<file path="src/rtl/programmable_interrupt_controller_unit_assert.svh">
// Assertion macros for the programmable interrupt controller.
// Included by the top level; needs no package and no other file.
`ifndef PROGRAMMABLE_INTERRUPT_CONTROLLER_UNIT_ASSERT_SVH
`define PROGRAMMABLE_INTERRUPT_CONTROLLER_UNIT_ASSERT_SVH

// Property checked on every clock edge outside of reset.
`define PICU_ASSERT(label, clk, rst, prop, msg) \
  label: assert property (@(posedge clk) disable iff (rst) prop) else $error(msg);

// Property checked on every clock edge, reset included.
`define PICU_ASSERT_ALWAYS(label, clk, prop, msg) \
  label: assert property (@(posedge clk) prop) else $error(msg);

`endif

</file>
<file path="src/rtl/pic_pkg.sv">
// Shared types, command codes and constants for the interrupt controller.
// No dependencies; used by pic_step and the top level.
`default_nettype none

package pic_pkg;

  typedef enum logic [1:0] {
    CMD_READ  = 2'd0,
    CMD_WRITE = 2'd1,
    CMD_ACK   = 2'd2,
    CMD_LEVEL = 2'd3
  } cmd_t;

  // Initialization sequence steps.
  localparam logic [2:0] STEP_IDLE = 3'd0;
  localparam logic [2:0] STEP_ICW2 = 3'd2;
  localparam logic [2:0] STEP_ICW3 = 3'd3;
  localparam logic [2:0] STEP_ICW4 = 3'd4;
  localparam logic [2:0] STEP_DONE = 3'd5;

  // OCW2 action codes, data bits 7..5.
  localparam logic [2:0] OCW2_NONSPECIFIC_EOI = 3'd1;
  localparam logic [2:0] OCW2_SPECIFIC_EOI    = 3'd3;

  localparam logic [7:0] MASK_RESET  = 8'hFF;
  localparam logic [7:0] VECTOR_MASK = 8'hF8;

  localparam int unsigned IN_DATA_W  = 16;
  localparam int unsigned IN_USER_W  = 3;
  localparam int unsigned OUT_DATA_W = 24;

  typedef struct packed {
    logic [7:0] request_bits;
    logic [7:0] service_bits;
    logic [7:0] mask_bits;
    logic       read_service;
    logic [2:0] init_step;
    logic [7:0] init_word_one;
    logic [7:0] vector_offset;
  } pic_state_t;

  typedef struct packed {
    logic       level;
    logic [2:0] irq_line;
    logic [7:0] data;
    logic       port;
    cmd_t       command;
  } pic_cmd_t;

  // Field order matches the output tdata layout, lowest bits last.
  typedef struct packed {
    logic [7:0] vector_base;
    logic       int_pending;
    logic [2:0] ack_irq;
    logic       ack_valid;
    logic [7:0] read_data;
  } pic_result_t;

  function automatic logic [7:0] line_bit(input logic [2:0] n);
    line_bit = 8'd1 << n;
  endfunction

  // Index of the lowest set bit; zero when none is set.
  function automatic logic [2:0] lowest_set(input logic [7:0] v);
    logic [2:0] idx;
    idx = 3'd0;
    for (int i = 7; i >= 0; i--) begin
      if (v[i]) begin
        idx = 3'(i);
      end
    end
    lowest_set = idx;
  endfunction

endpackage

`default_nettype wire

</file>
<file path="src/rtl/pic_step.sv">
// Next-state and result decode for one controller command.
// Purely combinational; depends on pic_pkg.
`default_nettype none

module pic_step (
  input  pic_pkg::pic_state_t  cur,
  input  pic_pkg::pic_cmd_t    cmd,
  output pic_pkg::pic_state_t  nxt,
  output pic_pkg::pic_result_t res
);

  logic [7:0] ready;
  logic [2:0] grant;

  assign ready = cur.request_bits & ~cur.mask_bits;
  assign grant = pic_pkg::lowest_set(ready);

  always_comb begin
    nxt = cur;
    res = '0;
    case (cmd.command)
      pic_pkg::CMD_READ: begin
        if (cmd.port) begin
          res.read_data = cur.mask_bits;
        end else begin
          res.read_data = cur.read_service ? cur.service_bits : cur.request_bits;
        end
      end
      pic_pkg::CMD_WRITE: begin
        if (!cmd.port) begin
          if (cmd.data[4]) begin
            // ICW1 restarts initialization.
            nxt.mask_bits     = '0;
            nxt.init_word_one = cmd.data;
            nxt.init_step     = pic_pkg::STEP_ICW2;
            nxt.read_service  = 1'b0;
          end else if (!cmd.data[3]) begin
            case (cmd.data[7:5])
              pic_pkg::OCW2_SPECIFIC_EOI: begin
                nxt.request_bits = cur.request_bits & ~pic_pkg::line_bit(cmd.data[2:0]);
                nxt.service_bits = cur.service_bits & ~pic_pkg::line_bit(cmd.data[2:0]);
              end
              pic_pkg::OCW2_NONSPECIFIC_EOI: begin
                nxt.request_bits = cur.request_bits & ~cur.service_bits;
                nxt.service_bits = '0;
              end
              default: begin
              end
            endcase
          end else if (cmd.data[1]) begin
            nxt.read_service = cmd.data[0];
          end
        end else begin
          case (cur.init_step)
            pic_pkg::STEP_ICW2: begin
              nxt.vector_offset = cmd.data & pic_pkg::VECTOR_MASK;
              nxt.init_step = cur.init_word_one[1] ? pic_pkg::STEP_ICW4 : pic_pkg::STEP_ICW3;
            end
            pic_pkg::STEP_ICW3: begin
              nxt.init_step = cur.init_word_one[0] ? pic_pkg::STEP_ICW4 : pic_pkg::STEP_DONE;
            end
            pic_pkg::STEP_ICW4: begin
              nxt.init_step = pic_pkg::STEP_DONE;
            end
            pic_pkg::STEP_DONE: begin
              nxt.mask_bits = cmd.data;
            end
            default: begin
            end
          endcase
        end
      end
      pic_pkg::CMD_ACK: begin
        if (|ready) begin
          nxt.request_bits = cur.request_bits & ~pic_pkg::line_bit(grant);
          nxt.service_bits = cur.service_bits | pic_pkg::line_bit(grant);
          res.ack_valid    = 1'b1;
          res.ack_irq      = grant;
        end
      end
      pic_pkg::CMD_LEVEL: begin
        if (cmd.level) begin
          nxt.request_bits = cur.request_bits | pic_pkg::line_bit(cmd.irq_line);
        end else begin
          nxt.request_bits = cur.request_bits & ~pic_pkg::line_bit(cmd.irq_line);
        end
      end
      default: begin
      end
    endcase
    res.int_pending = |(nxt.request_bits & ~nxt.mask_bits);
    res.vector_base = nxt.vector_offset;
  end

endmodule

`default_nettype wire

</file>
<file path="src/rtl/programmable_interrupt_controller_unit.sv">
// Eight-line programmable interrupt controller, top level.
// Depends on pic_pkg, pic_step and programmable_interrupt_controller_unit_assert.svh.
//
// Usage: every transaction on the slave stream carries one command in tuser
// (a port read, a port write, an interrupt acknowledge or a new line level)
// with its operands in tdata. Each accepted command produces exactly one
// transaction on the master stream with the read byte, the acknowledge
// grant, the pending-interrupt flag and the current vector base.
// The result of a command accepted at one clock edge is registered and
// presented on the master side right after that edge. Throughput is one
// command per cycle while the receiver takes results, set by the single
// output register; the request, in-service and mask registers are updated
// at the same edge as the accept, so the next command already sees them.
// When the receiver stalls, the pending result waits in the output register
// and a new command is still taken in the cycle the result leaves. While the
// output register is full and not being drained, s_axis_tready is low.
// Reset clears all request and in-service bits, masks every line, returns
// the initialization sequence to its start and empties the output register.
`default_nettype none

module programmable_interrupt_controller_unit (
  input  wire logic                            clk,
  input  wire logic                            rst,
  input  wire logic                            s_axis_tvalid,
  output logic                                 s_axis_tready,
  // tdata, low bit up: data[7:0], irq_line[10:8], level[11], zero fill[15:12]
  input  wire logic [pic_pkg::IN_DATA_W-1:0]   s_axis_tdata,
  // tuser, low bit up: command[1:0], port[2]
  input  wire logic [pic_pkg::IN_USER_W-1:0]   s_axis_tuser,
  output logic                                 m_axis_tvalid,
  input  wire logic                            m_axis_tready,
  // tdata, low bit up: read_data[7:0], ack_valid[8], ack_irq[11:9],
  // int_pending[12], vector_base[20:13], zero fill[23:21]
  output logic [pic_pkg::OUT_DATA_W-1:0]       m_axis_tdata
);

  `include "programmable_interrupt_controller_unit_assert.svh"

  pic_pkg::pic_state_t  state;
  pic_pkg::pic_state_t  state_next;
  pic_pkg::pic_cmd_t    cmd;
  pic_pkg::pic_result_t step_res;
  pic_pkg::pic_result_t out_res;
  logic                 in_fire;

  // Output register empties this cycle or is already empty.
  assign s_axis_tready = !m_axis_tvalid || m_axis_tready;
  assign in_fire       = s_axis_tvalid && s_axis_tready;

  assign cmd.command  = pic_pkg::cmd_t'(s_axis_tuser[1:0]);
  assign cmd.port     = s_axis_tuser[2];
  assign cmd.data     = s_axis_tdata[7:0];
  assign cmd.irq_line = s_axis_tdata[10:8];
  assign cmd.level    = s_axis_tdata[11];

  pic_step u_step (
    .cur (state),
    .cmd (cmd),
    .nxt (state_next),
    .res (step_res)
  );

  always_ff @(posedge clk) begin
    if (rst) begin
      state.request_bits  <= '0;
      state.service_bits  <= '0;
      state.mask_bits     <= pic_pkg::MASK_RESET;
      state.read_service  <= 1'b0;
      state.init_step     <= pic_pkg::STEP_IDLE;
      state.init_word_one <= '0;
      state.vector_offset <= '0;
    end else if (in_fire) begin
      state <= state_next;
    end
  end

  always_ff @(posedge clk) begin
    if (rst) begin
      m_axis_tvalid <= 1'b0;
    end else if (in_fire) begin
      m_axis_tvalid <= 1'b1;
    end else if (m_axis_tready) begin
      m_axis_tvalid <= 1'b0;
    end
  end

  // Result payload needs no reset; it is only read while valid.
  always_ff @(posedge clk) begin
    if (in_fire) begin
      out_res <= step_res;
    end
  end

  assign m_axis_tdata = {(pic_pkg::OUT_DATA_W - $bits(pic_pkg::pic_result_t))'(0), out_res};

  // Reset always leaves the output register empty.
  `PICU_ASSERT_ALWAYS(a_reset_empty, clk, rst |=> !m_axis_tvalid, "output valid after reset")

  // A granted line is in service and no longer requested after the accept.
  `PICU_ASSERT(a_grant_moves, clk, rst, (in_fire && step_res.ack_valid) |=> (state.service_bits[$past(step_res.ack_irq)] && !state.request_bits[$past(step_res.ack_irq)]), "granted line not moved to service")

  // The reported pending flag matches the updated request and mask registers.
  `PICU_ASSERT(a_pending_match, clk, rst, in_fire |=> (out_res.int_pending == (|(state.request_bits & ~state.mask_bits))), "pending flag mismatch")

  // The vector base is always aligned to eight vectors.
  `PICU_ASSERT(a_vector_aligned, clk, rst, m_axis_tvalid |-> (out_res.vector_base[2:0] == 3'd0), "vector base misaligned")

endmodule

`default_nettype wire

</file>
<file path="config.mk">
export PLATFORM = sky130hd
export DESIGN_NAME = programmable_interrupt_controller_unit
export DESIGN_NICKNAME = d
export VERILOG_FILES = /design/src/rtl/pic_pkg.sv /design/src/rtl/pic_step.sv /design/src/rtl/programmable_interrupt_controller_unit.sv
export VERILOG_INCLUDE_DIRS = /design/src /design/src/rtl
export SDC_FILE = /design/constraint.sdc
export NUM_CORES = 1
export LEC_CHECK = 0
export BUFFER_PORTS_ARGS = -buffer_cell sky130_fd_sc_hd__buf_2
export CORE_MARGIN = 2
export CORE_UTILIZATION = 64
export CTS_CLUSTER_DIAMETER = 60
export DETAILED_ROUTE_END_ITERATION = 10
export GPL_TIMING_DRIVEN = 0
export HOLD_SLACK_MARGIN = 0.15
export PLACE_DENSITY_LB_ADDON = 0.2
export SLEW_MARGIN = 25
export SYNTH_ARGS = -nofsm -noshare
export SYNTH_HDL_FRONTEND = slang
export SYNTH_HIERARCHICAL = 1
export SYNTH_SLANG_ARGS = --single-unit
</file>
<file path="constraint.sdc">
create_clock -name clk -period 6.6 [get_ports clk]
set_clock_uncertainty 0.2 [all_clocks]
set_input_delay 0.33 -clock clk [delete_from_list [all_inputs] [get_ports clk]]
set_output_delay 0.33 -clock clk [all_outputs]
set_load 0.03 [all_outputs]
</file>
Word-level counts from Yosys, hierarchy flattened --
Index checks and enable logic that the tools add are counted. Widths: inputs -> output; s select.
Word-level totals: output and inout bits 26, flip-flop bits (word level) 66, bits of input ports 23
Cells by class: shift operators 3, reductions and logical operators 16, bitwise logic cells 16, eq/ne operators 15, multiplexer cells 37
Operators with widths (count):
- $mux 8 | 9
- $mux 16 | 4
- $and 8x8->8 | 7
- $not 8->8 | 6
- $pmux 16 s2 | 1
- $mux 3 | 10
- $mux 28 | 1
- $pmux 8 s3 | 1
- $shl 1x3->8 const A | 3
- $or 8x8->8 | 2
- $pmux 8 s2 | 1
- $reduce_or 8->1 | 2
- $mux 11 | 1
- $reduce_bool 2->1 | 5
- $eq 3x2->1 const B | 3
- $pmux 3 s3 | 1
- $mux 1 | 8
- $reduce_and 4->1 | 2
- $reduce_and 7->1 | 1
- $eq 3x3->1 const B | 2
- $ne 2x2->1 const B | 3
- $reduce_and 5->1 | 1
- $eq 2x2->1 const B | 2
- $ne 4x1->1 const B | 1
- 10 further kinds | 10

Logic depth before layout (Yosys ltp) --
Gate-level depths: netlist (run 1).
depth after elaboration 17, depth in mapped cells 10, mapped depth without buffers 9

Modules after synthesis --
Netlist (run 1), hierarchy kept.
Modules (own cells, without submodules):
- programmable_interrupt_controller_unit | instances 1, cells an instance 229, area each 2662.6 sq um
- pic_step | instances 1, cells an instance 315, area each 1888.1 sq um

Worst setup path before layout (run 1) --
No wires, ideal clock.
path kind input-to-reg, start point input s_axis_tuser[1] (netlist bit), end point register out_res, in the netlist m_axis_tdata[12], data pin, cell stages on the path 9, library setup time 0.269 ns, data arrival time 1.701 ns, setup slack 4.429 ns, path through inv_1 > ha_1 > buf_2 > and4b_1 > nand2_1 > mux2_2 > nand2_1 > a22oi_2 > nand4_1
RTL lines:
- from (decl) | line programmable_interrupt_controller_unit.sv:29 | input wire logic [pic_pkg::IN_USER_W-1:0] s_axis_tuser,
- to (signal assigned) | line programmable_interrupt_controller_unit.sv:90 | out_res <= step_res;
- to (decl) | line programmable_interrupt_controller_unit.sv:43 | pic_pkg::pic_result_t out_res;

==> metrics.log, run 1 <==
[metrics] area of the die: around 7300 um2
[metrics] vias after detailed routing: 4093
[metrics] hold violation total from the final report: 0
[metrics] max-slew headroom at the worst pin: between 40% and 50%
[metrics] Worst path slowest cell: sky130_fd_sc_hd__dfxtp_1
[metrics] via/cell ratio: between 6 and 7
[metrics] master cell of the clock root buffer: sky130_fd_sc_hd__clkbuf_8
[metrics] number of global-route vias before repair: roughly 3.8k
[metrics] clock buffers created by TritonCTS: 9
[metrics] Largest stage delay, worst path: 0.51 ns
[metrics] Clock transition at path regs: about 0.08 ns
[metrics] Peak supply drop: approximately 170 uV
[metrics] clock tree from TritonCTS: yes
[metrics] Synthesis Warnings: 6
[metrics] setup-violating endpoint count in the final report: 0
[metrics] Buf/Inv on CP: 0
[metrics] number of nets with antenna violations after detailed routing: 0
[metrics] Final #Nets: a little under 600
[metrics] total design power: 884.1 uW
[metrics] number of optimization iterations in the first detailed-route pass: 7
[metrics] Syn Std Cell Area: around 4200 um2
[metrics] placement row count: 29
[metrics] final critical delay including setup and external delays: around 2.7 ns
[metrics] residual DRC count: 0
[metrics] count of input and output buffers: 37
[metrics] die width: ~85 um
[metrics] maximum capacitance violations: 0
[metrics] cell area power density: between 150 and 200 nW/um2
[metrics] worst-path maximum fanout: 7
[metrics] worst-case hold slack: between 0.15 and 0.2 ns
[metrics] achievable frequency: around 370 MHz
[metrics] worst hold path type: in -> reg
[metrics] final weighted congestion of routability-driven global placement: about 1.0
[metrics] grt total ovfl: 0
[metrics] total wire length: between 10000 and 15000 um
[metrics] data arrival time of the critical path: 2.55 ns
[metrics] syn avg cell area: around 8.4 um2
[metrics] number of buffers inserted to repair setup after CTS: 0
[metrics] y dimension of the die: 85.29 um
[metrics] count of antenna diodes in the layout: 0
[metrics] quantity of gates resized following cts: 0
[metrics] chain of cells forming the critical path: or2b_2 > nand4_4 > o41ai_1 > a311oi_1 > nor4_1 > nand4_1
[metrics] run status: finished, final reports clean
[metrics] wire length of the first global-routing pass: around 19000 um
[metrics] drt initial violations: 565
[metrics] fraction of layout cells with a size suffix above 1: 24.15%
[metrics] critical setup path kind: reg -> reg
[metrics] area added between synthesis and finish: 11.86%
[metrics] largest delay contributor family on the critical path: simple AND/OR/NAND/NOR gates
[metrics] category of the worst setup path capture point: flop
[metrics] required time at the endpoint of the critical path: approximately 6.5 ns
[metrics] clk sinks: 60
[metrics] effective utilization at floorplan: between 60% and 70%
[metrics] number of instances in the synthesized netlist: between 500 and 600
[metrics] largest net degree at the start of global routing: 30
[metrics] transition time at the pin with the least slew margin: about 0.81 ns
[metrics] aggregate negative setup slack: 0 ns
[metrics] setup repair after global routing missed its margin: no
[metrics] clock insertion delay at the later pin of the skew report: around 0.35 ns
[metrics] Final Max Slew Viols: 0
[metrics] maximum clock insertion buffer count: 2
[metrics] wire per inst: 19.36 um
[metrics] hold-fix buffer count after cts: 0
[metrics] Core Area: about 6400 um2
[metrics] fill cell instance count of the final layout: a little under 500
[metrics] Tot GR Track Use: between 30 and 40%
[metrics] Detail Placement HPWL: slightly above 9000 um
[metrics] number of top-level pins: 49
[metrics] H-tree levels: 3
[metrics] kind of start point of the critical path: flop
[metrics] period utilization: slightly above 40%
[metrics] leakage dissipation: around 1.9 nW
[metrics] initial antenna violation count: 0
==> path summary, 6_finish.rpt <==
path                                         end       from  cells past startpoint  slack, ns
worst max-delay path            m_axis_tdata[12]  state[22]                      6       3.92
worst min-delay path                   state[20]        rst                      3       0.18
worst max register to register  m_axis_tdata[12]  state[22]                      6       3.92
worst min register to register         state[25]  state[25]                      2       0.38
==> placed cells by master, fill, tap and decap left out, drive strengths merged, types with 3 or more instances in the layout <==
cell type  instances
ha                 5
o21ai             34
o22ai              3
a31oi              9
buf               68
nor2              37
o41ai              4
or2b               4
o211ai             6
edfxtp            21
nand2             36
conb               3
mux2               6
clkbuf            38
a21o               3
o31ai              4
nor3               5
a21oi             51
a21bo             30
dfxtp             39
nand2b             6
nand3             37
nor2b              8
o21a               4
inv               17
nand4b             3
mux2i             21
nor3b              5
and2              15
==> state kept, by name, summed over array words and instances (netlist names) <==
signal,flops
m_axis_tdata,21
m_axis_tvalid,1
state,38
==> tightest hold or removal path: cells and delay by family <==
family / cells / cell delay [ns]
mux: 1 / 0.07
buf+inv: 1 / 0.17
simple gates: 1 / 0.11
==> cell type report <==
cell class	instances	area, um2	share of cell area [%]
clock inverter	3	43.79	0.9257
clock buffer	13	168.9	3.570
multi-input combinational	374	2465	52.10
tap	77	96.34	2.036
buffer	56	300.3	6.348
sequential	60	1411	29.83
timing repair buffer	37	185.2	3.914
inverter	16	60.06	1.270
==> layer usage <==
| layer | up-vias | GRT usage [%] | share of wire [%] |
|---|---|---|---|
| li1 | 1906 | - | - |
| met1 | 1903 | 48.01 | 43 |
| met2 | 258 | 52.84 | 45 |
| met3 | 26 | 6.226 | 9.2 |
| met4 | 0 | 14.72 | 2.2 |
| met5 | - | 0 | 0 |
==> per-stage QoR <==
step | instances | setup WS, ns | utilization [%] | cell area [um2]
3_3_place_gp | 620 | 3.710 | 70.75 | 4518
2_1_floorplan | 506 | 4.431 | - | 4237
3_5_place_dp | 620 | 3.703 | 70.75 | 4518
6_report | 636 | 3.919 | 74.08 | 4731
4_1_cts | 636 | 4.059 | 74.08 | 4731
5_1_grt | 636 | 3.834 | 74.08 | 4731
==> power breakdown <==
part	leakage [nW]	switching, mW	internal, mW
Sequential	0.527	0.00469	0.391
Clock	0.106	0.154	0.206
Combinational	1.23	0.0904	0.0378
(Power assumes the default switching activity.)
==> inputs of run 2 (changes only) <==
--- a/config.mk
+++ b/config.mk
@@ -8,7 +8,7 @@
 export LEC_CHECK = 0
 export BUFFER_PORTS_ARGS = -buffer_cell sky130_fd_sc_hd__buf_2
 export CORE_MARGIN = 2
-export CORE_UTILIZATION = 64
+export CORE_UTILIZATION = 60
 export CTS_CLUSTER_DIAMETER = 60
 export DETAILED_ROUTE_END_ITERATION = 10
 export GPL_TIMING_DRIVEN = 0
==> constraint.sdc (replaced) <==
create_clock -name clk -period 2.6 [get_ports clk]
set_clock_uncertainty 0.2 [all_clocks]
set_input_delay 0.13 -clock clk [delete_from_list [all_inputs] [get_ports clk]]
set_output_delay 0.13 -clock clk [all_outputs]
set_load 0.03 [all_outputs]
==> run 2 against run 1 <==
Die area increased by 6.3%. Hold slack better by 0.0051 ns. Sequential cell count unchanged. Sequential share of layout area shrank 0.63 points. Design area grew 2.2%. Highest routed layer unchanged.
==> metrics.log, run 2 (same netlist as run 1, synthesis figures left out) <==
[metrics] effective utilization at floorplan: 62.25% (was 66.22%)
[metrics] H-tree levels: 3 (unchanged)
[metrics] drt initial violations: 399 (was 565)
[metrics] most common cell after layout, fill and taps aside: sky130_fd_sc_hd__buf_2 (unchanged)
[metrics] aggregate negative setup slack: 0 ns (unchanged)
[metrics] largest register by flop count: state (unchanged)
[metrics] via/cell ratio: 6.227 (was 6.436)
[metrics] Final Max Slew Viols: 0 (unchanged)
[metrics] largest delay contributor family on the critical path: buffers and inverters (was simple AND/OR/NAND/NOR gates)
[metrics] max FFs per register: 38 (unchanged)
[metrics] leakage dissipation: 1.894 nW (was 1.860 nW)
[metrics] commonest cells after routing, fill and taps aside: sky130_fd_sc_hd__buf_2, sky130_fd_sc_hd__dfxtp_1, sky130_fd_sc_hd__nand3_1, sky130_fd_sc_hd__nor2_1, sky130_fd_sc_hd__nand2_1 (unchanged)
[metrics] fraction of layout cells with a size suffix above 1: 24.12% (was 24.15%)
[metrics] Detail Placement HPWL: 9155 um (was 9046 um)
[metrics] fraction of power spent switching nets: 31.20% (was 28.18%)
[metrics] required time at the endpoint of the critical path: 2.48 ns (was 6.47 ns)
[metrics] Peak supply drop: 309.7 uV (was 167.7 uV)
[metrics] cell-internal power: 1.509 mW (was 635.0 uW)
[metrics] number of global-route vias before repair: 3625 (was 3754)
[metrics] number of top-level pins: 49 (unchanged)
[metrics] clock power share: 38.6% (was 40.7%)
[metrics] chain of cells forming the critical path: dlygate4sd3_1 > buf_2 > or3b_2 > clkbuf_1 > mux2i_1 > o21ai_0 > a211oi_1 > nor4_1 > nand4_1 (was or2b_2 > nand4_4 > o41ai_1 > a311oi_1 > nor4_1 > nand4_1)
[metrics] worst hold path type: in -> reg (unchanged)
[metrics] grt total ovfl: 0 (unchanged)
[metrics] total wire length: 12790 um (was 12310 um)
[metrics] area of the die: 7736 um2 (was 7274 um2)
[metrics] max-slew headroom at the worst pin: 48.78% (was 45.88%)
[metrics] period utilization: between 90 and 100%
[metrics] cell area power density: 453.6 nW/um2 (was 186.9 nW/um2)
[metrics] Worst R2R End: m_axis_tdata[12] (unchanged)
[metrics] clock insertion delay at the later pin of the skew report: 0.35 ns (about the same)
[metrics] maximum capacitance violations: 0 (unchanged)
[metrics] placement row count: 30 (was 29)
[metrics] Clock transition at path regs: 0.07 ns (was 0.08 ns)
[metrics] worst-path maximum fanout: 6 (was 7)
[metrics] hold violation total from the final report: 0 (unchanged)
[metrics] count of input and output buffers: 37 (unchanged)
[metrics] vias after detailed routing: 4135 (was 4093)
[metrics] number of nets with antenna violations after detailed routing: 0 (unchanged)
[metrics] critical setup path kind: in -> reg (was reg -> reg)
[metrics] flip-flop and latch area: 1411 um2 (unchanged)
[metrics] final weighted congestion of routability-driven global placement: 0.9350 (was 1.005)
[metrics] setup repair after global routing missed its margin: no (unchanged)
[metrics] Comb pwr share: 15.6% (was 14.5%)
[metrics] Core Area: 6794 um2 (was 6386 um2)
[metrics] wire per inst: 19.26 um (was 19.36 um)
[metrics] achievable frequency: ~390 MHz
[metrics] initial antenna violation count: 0 (unchanged)
[metrics] clock tree from TritonCTS: yes (unchanged)
[metrics] Worst path slowest cell: sky130_fd_sc_hd__dlygate4sd3_1 (was sky130_fd_sc_hd__dfxtp_1)
[metrics] Psw: 684.1 uW (was 249.2 uW)
[metrics] r2r worst-path depth: 6 (unchanged)
[metrics] number of optimization iterations in the first detailed-route pass: 7 (unchanged)
[metrics] setup-violating endpoint count in the final report: 0 (unchanged)
[metrics] multi-input gate area in the final layout: 2472 um2 (was 2465 um2)
[metrics] clk sinks: 60 (unchanged)
[metrics] final critical delay including setup and external delays: roughly 2.6 ns
[metrics] maximum clock insertion buffer count: 2 (unchanged)
[metrics] Worst R2R Setup Slack: 0.07 ns (was 3.92 ns)
[metrics] transition time at the pin with the least slew margin: 0.7684 ns (was 0.8117 ns)
[metrics] launching point of the worst reg2reg path: state[22] (unchanged)
[metrics] Min-Delay Endpoint: state[37] (was state[20])
[metrics] kind of start point of the critical path: input port (was flop)
[metrics] fill cell instance count of the final layout: 541 (was 496)
[metrics] master cell of the clock root buffer: sky130_fd_sc_hd__clkbuf_8 (unchanged)
[metrics] Tot GR Track Use: 33.67% (was 34.53%)
[metrics] Hold Path Origin: s_axis_tdata[11] (was rst)
[metrics] die width: 87.96 um (was 85.29 um)
[metrics] final core occ: 71.14% (was 74.08%)
[metrics] largest net degree at the start of global routing: 30 (unchanged)
[metrics] residual DRC count: 0 (unchanged)
[metrics] Cells on Worst Hold Path: 7 (was 3)
[metrics] run status: finished, final reports clean (unchanged)
[metrics] area added between synthesis and finish: 14.29% (was 11.86%)
[metrics] Final #Nets: 591 (was 582)
[metrics] total design power: 2.193 mW (was 884.1 uW)
[metrics] wire length of the first global-routing pass: 19350 um (was 19140 um)
[metrics] category of the worst setup path capture point: flop (unchanged)
[metrics] relative contribution of sequential cells to total power: 45.8% (was 44.8%)
[metrics] number of buffers inserted to repair setup after CTS: 0 (unchanged)
[metrics] clock buffers created by TritonCTS: 9 (unchanged)
[metrics] count of antenna diodes in the layout: 0 (unchanged)
[metrics] y dimension of the die: 87.96 um (was 85.29 um)
[metrics] Buf/Inv on CP: 3 (was 0)
[metrics] Largest stage delay, worst path: 0.53 ns (was 0.51 ns)
[metrics] data arrival time of the critical path: 2.46 ns (was 2.55 ns)
-- run 2: worst min-delay path, stage by stage --
cell	delay (ns)
sky130_fd_sc_hd__buf_2	0.12
sky130_fd_sc_hd__nand2_1	0.06
sky130_fd_sc_hd__nor3_1	0.07
sky130_fd_sc_hd__nand2_1	0.09
sky130_fd_sc_hd__nand3_1	0.07
sky130_fd_sc_hd__nand3_1	0.09
sky130_fd_sc_hd__a21oi_2	0.05
-- run 2: final cells by class --
type	instances	area share, %
buffer	56	6.213
multi-input combinational	374	51.15
clock buffer	10	3.081
timing repair buffer	46	5.695
inverter	16	1.243
clock inverter	6	0.9319
sequential	60	29.20
tap	96	2.485
-- run 2: worst max-delay path by stage --
stage                     from          endpoint  slack, ns  depth (start not counted)
3_5_place_dp         state[22]  m_axis_tdata[12]       0.03                          6
2_1_floorplan        state[22]  m_axis_tdata[12]       0.48                          6
5_1_grt        s_axis_tdata[7]  m_axis_tdata[12]      0.002                          9
6_report       s_axis_tdata[7]  m_axis_tdata[12]       0.02                          9
4_1_cts        s_axis_tdata[7]  m_axis_tdata[12]       0.03                          8
3_3_place_gp         state[22]  m_axis_tdata[12]      0.001                          6
-- run 2: through the flow --
stage                     area (um2)  hold WS, ns  std cells  setup WS [ns]
final                           4833       0.1826        664        0.01918
after global routing            4833       0.1988        664       0.002070
after CTS                       4826       0.1553        664        0.03156
after detailed placement        4542       0.3284        639        0.03002
after global placement          4542       0.3116        639       0.001354
after floorplan                 4237       0.1313        506         0.4820
-- run 2: what timing repair did --
| item | in CTS | in global routing |
|---|---|---|
| hold buffers | 9 | 0 |
| endpoints found under the hold margin | 18 | 0 |
| endpoints found under the setup margin | 0 | 1 |
| resized for setup | 0 | 2 |
-- run 2: power by group through the flow --
| stage | Sequential (mW) | Clock [mW] | Combinational (mW) |
|---|---|---|---|
| floorplan | 1.06 | 0 | 0.182 |
| global placement | 1.03 | 0 | 0.314 |
| detailed placement | 1.03 | 0 | 0.318 |
| CTS | 1.00 | 0.847 | 0.330 |
| global route | 1.01 | 0.884 | 0.363 |
| finish | 1.01 | 0.846 | 0.341 |
-- run 2: routing by layer --
layer,global-route usage [%],share of wire [%],vias to the layer above
met4,9.231,1.8,0
met2,52.75,45,252
met1,47.57,44,1931
met3,6.503,9.4,25
li1,-,-,1927
met5,0,0,-
==> inputs of run 3 (changes only) <==
--- a/config.mk
+++ b/config.mk
@@ -8,7 +8,7 @@
 export LEC_CHECK = 0
 export BUFFER_PORTS_ARGS = -buffer_cell sky130_fd_sc_hd__buf_2
 export CORE_MARGIN = 2
-export CORE_UTILIZATION = 60
+export CORE_UTILIZATION = 54
 export CTS_CLUSTER_DIAMETER = 60
 export DETAILED_ROUTE_END_ITERATION = 10
 export GPL_TIMING_DRIVEN = 0
==> constraint.sdc (replaced) <==
create_clock -name clk -period 2.3 [get_ports clk]
set_clock_uncertainty 0.2 [all_clocks]
set_input_delay 0.115 -clock clk [delete_from_list [all_inputs] [get_ports clk]]
set_output_delay 0.115 -clock clk [all_outputs]
set_load 0.03 [all_outputs]
==> run 3 against run 2 <==
Core utilization is 6.8 points lower. Wire length is 2.5% higher. Via count is 0.73% higher. Largest cell class unchanged. Sequential share of layout area is 0.22 points lower. Sequential power is 13% higher. Global-route usage is 2.4 points lower. Critical path depth stayed put. Die area is 11% higher. Hold slack better by 0.0039 ns. Design area is 1.7% higher. Sequential cell count stayed put.
==> metrics.log, run 3 (same netlist as run 1, synthesis figures left out) <==
[metrics] max-slew headroom at the worst pin: 48.78% (about the same)
[metrics] r2r worst-path depth: 6 (unchanged)
[metrics] number of top-level pins: 49 (unchanged)
[metrics] Largest stage delay, worst path: 0.53 ns (about the same)
[metrics] launching point of the worst reg2reg path: state[38] (was state[22])
[metrics] Comb pwr share: 15.8% (was 15.6%)
[metrics] Psw: 748.8 uW (was 684.1 uW)
[metrics] cell area power density: 498.9 nW/um2 (was 453.6 nW/um2)
[metrics] fill cell instance count of the final layout: 688 (was 541)
[metrics] Cells on Worst Hold Path: 5 (was 7)
[metrics] clock power share: 37.9% (was 38.6%)
[metrics] aggregate negative setup slack: 0 ns (unchanged)
[metrics] worst hold path type: in -> reg (unchanged)
[metrics] via/cell ratio: 6.170 (was 6.227)
[metrics] master cell of the clock root buffer: sky130_fd_sc_hd__clkbuf_8 (unchanged)
[metrics] number of global-route vias before repair: 3746 (was 3625)
[metrics] grt total ovfl: 0 (unchanged)
[metrics] vias after detailed routing: 4165 (was 4135)
[metrics] relative contribution of sequential cells to total power: 46.3% (was 45.8%)
[metrics] worst-path maximum fanout: 10 (was 6)
[metrics] clock buffers created by TritonCTS: 9 (unchanged)
[metrics] critical setup path kind: in -> reg (unchanged)
[metrics] most common cell after layout, fill and taps aside: sky130_fd_sc_hd__buf_2 (unchanged)
[metrics] largest net degree at the start of global routing: 30 (unchanged)
[metrics] setup repair after global routing missed its margin: yes (was no)
[metrics] leakage dissipation: 1.924 nW (was 1.894 nW)
[metrics] drt initial violations: 444 (was 399)
[metrics] setup-violating endpoint count in the final report: 0 (unchanged)
[metrics] run status: finished, final reports clean (unchanged)
[metrics] data arrival time of the critical path: 2.12 ns (was 2.46 ns)
[metrics] clk sinks: 60 (unchanged)
[metrics] kind of start point of the critical path: input port (unchanged)
[metrics] Hold Path Origin: m_axis_tready (was s_axis_tdata[11])
[metrics] chain of cells forming the critical path: dlygate4sd3_1 > buf_2 > clkbuf_4 > nor3_2 > o21ai_1 > a22oi_1 > a21oi_1 > nor4_2 > nand4_1 (was dlygate4sd3_1 > buf_2 > or3b_2 > clkbuf_1 > mux2i_1 > o21ai_0 > a211oi_1 > nor4_1 > nand4_1)
[metrics] die width: 92.50 um (was 87.96 um)
[metrics] area added between synthesis and finish: 16.27% (was 14.29%)
[metrics] clock insertion delay at the later pin of the skew report: 0.34 ns (was 0.35 ns)
[metrics] clock tree from TritonCTS: yes (unchanged)
[metrics] number of nets with antenna violations after detailed routing: 0 (unchanged)
[metrics] maximum clock insertion buffer count: 2 (unchanged)
[metrics] category of the worst setup path capture point: flop (unchanged)
[metrics] wire length of the first global-routing pass: 20560 um (was 19350 um)
[metrics] initial antenna violation count: 0 (unchanged)
[metrics] transition time at the pin with the least slew margin: 0.7683 ns (was 0.7684 ns)
[metrics] hold violation total from the final report: 0 (unchanged)
[metrics] Worst path slowest cell: sky130_fd_sc_hd__dlygate4sd3_1 (unchanged)
[metrics] Final #Nets: 596 (was 591)
[metrics] worst-case hold slack: 0.1865 ns (was 0.1826 ns)
[metrics] Final Max Slew Viols: 0 (unchanged)
[metrics] wire per inst: 19.41 um (was 19.26 um)
[metrics] total wire length: 13100 um (was 12790 um)
[metrics] number of optimization iterations in the first detailed-route pass: 5 (was 7)
[metrics] required time at the endpoint of the critical path: 2.17 ns (was 2.48 ns)
[metrics] count of antenna diodes in the layout: 0 (unchanged)
[metrics] H-tree levels: 3 (unchanged)
[metrics] Worst R2R End: m_axis_tdata[12] (unchanged)
[metrics] area of the die: 8555 um2 (was 7736 um2)
[metrics] Core Area: 7647 um2 (was 6794 um2)
[metrics] commonest cells after routing, fill and taps aside: sky130_fd_sc_hd__buf_2, sky130_fd_sc_hd__nand3_1, sky130_fd_sc_hd__nor2_1 (was sky130_fd_sc_hd__buf_2, sky130_fd_sc_hd__dfxtp_1, sky130_fd_sc_hd__nand3_1, sky130_fd_sc_hd__nor2_1, sky130_fd_sc_hd__nand2_1)
[metrics] period utilization: 97.97%
[metrics] fraction of layout cells with a size suffix above 1: 27.23% (was 24.12%)
[metrics] maximum capacitance violations: 0 (unchanged)
[metrics] placement row count: 32 (was 30)
[metrics] fraction of power spent switching nets: 30.52% (was 31.20%)
[metrics] Min-Delay Endpoint: state[7] (was state[37])
[metrics] max FFs per register: 38 (unchanged)
[metrics] cell-internal power: 1.705 mW (was 1.509 mW)
[metrics] effective utilization at floorplan: 55.30% (was 62.25%)
[metrics] Detail Placement HPWL: 9361 um (was 9155 um)
[metrics] residual DRC count: 0 (unchanged)
[metrics] Tot GR Track Use: 31.28% (was 33.67%)
[metrics] Clock transition at path regs: 0.08 ns (was 0.07 ns)
[metrics] final critical delay including setup and external delays: between 2 and 2.5 ns
[metrics] largest register by flop count: state (unchanged)
[metrics] Peak supply drop: 338.5 uV (was 309.7 uV)
[metrics] Worst R2R Setup Slack: 0.07 ns (about the same)
[metrics] count of input and output buffers: 37 (unchanged)
[metrics] y dimension of the die: 92.50 um (was 87.96 um)
[metrics] final weighted congestion of routability-driven global placement: 0.9918 (was 0.9350)
[metrics] achievable frequency: between 400 and 500 MHz
==> run 3: changes by cell type in the layout (fill, tap and decap cells not counted), moves of 3 or more <==
cell / delta
sky130_fd_sc_hd__buf_4: +5
sky130_fd_sc_hd__dfxtp_1: -9
sky130_fd_sc_hd__dfxtp_2: +8
sky130_fd_sc_hd__or2b_2: -3
sky130_fd_sc_hd__or2b_4: +3
==> run 3: how the worst max path moves through the flow <==
stage	start	slack [ns]	to	cells past startpoint
6_report	s_axis_tdata[8]	0.05	m_axis_tdata[12]	9
5_1_grt	state[38]	-0.04	m_axis_tdata[12]	6
4_1_cts	state[38]	0.005	m_axis_tdata[12]	6
3_5_place_dp	s_axis_tuser[1]	-0.29	m_axis_tdata[12]	10
3_3_place_gp	s_axis_tuser[1]	-0.33	m_axis_tdata[12]	10
2_1_floorplan	state[22]	0.18	m_axis_tdata[12]	6
==> run 3: area by class of cell <==
cell class              instances  area, um2  area share (%)
inverters                      16      60.06           1.221
well taps                     102      127.6           2.595
flip-flops and latches         60       1425           28.98
repair buffers                 51      312.8           6.361
plain buffers                  56      304.0           6.183
clock buffers                  10      148.9           3.028
multi-input cells             374       2495           50.74
clock inverters                 6      43.79          0.8906
==> run 3: power groups by stage <==
stage	clock (mW)	sequential, mW	combinational, mW
global route	0.991	1.14	0.414
floorplan	0	1.20	0.205
finish	0.929	1.14	0.388
global placement	0	1.16	0.358
detailed placement	0	1.16	0.361
CTS	0.943	1.14	0.376
==> run 3: critical path, delay by kind of cell <==
kind	cells	cell delay (ns)
AO/OA/AOI/OAI	3	0.47
buffers and inverters	3	0.83
AND/OR/NAND/NOR	3	0.69
==> run 3: layer usage <==
metal	share of wire, %	global-route usage, %	up-vias	routed length (um)
li1	-	-	1926	-
met1	44	44.77	1976	5711
met2	46	47.08	243	5992
met3	8.4	4.719	20	1100
met4	2.3	12.94	0	300
met5	0	0	-	0
==> run 3: stage by stage <==
step	setup slack (ns)	power, mW	utilization (%)	instance area, um2	std cells
after floorplan	0.1820	1.405	-	4237	506
after global placement	-0.3326	1.517	59.49	4549	645
after detailed placement	-0.2925	1.521	59.49	4549	645
after CTS	0.005347	2.455	63.47	4853	670
after global routing	-0.04111	2.543	64.30	4917	675
final	0.04676	2.453	64.30	4917	675
==> run 3: timing repair <==
item / 4_1_cts / 5_1_grt
cloned: 0 / 0
endpoints found under the setup margin: 2 / 6
endpoints found under the hold margin: 19 / 0
hold buffers: 9 / 0
pin swaps: 0 / 6
resized for setup: 7 / 17
setup buffers: 0 / 5
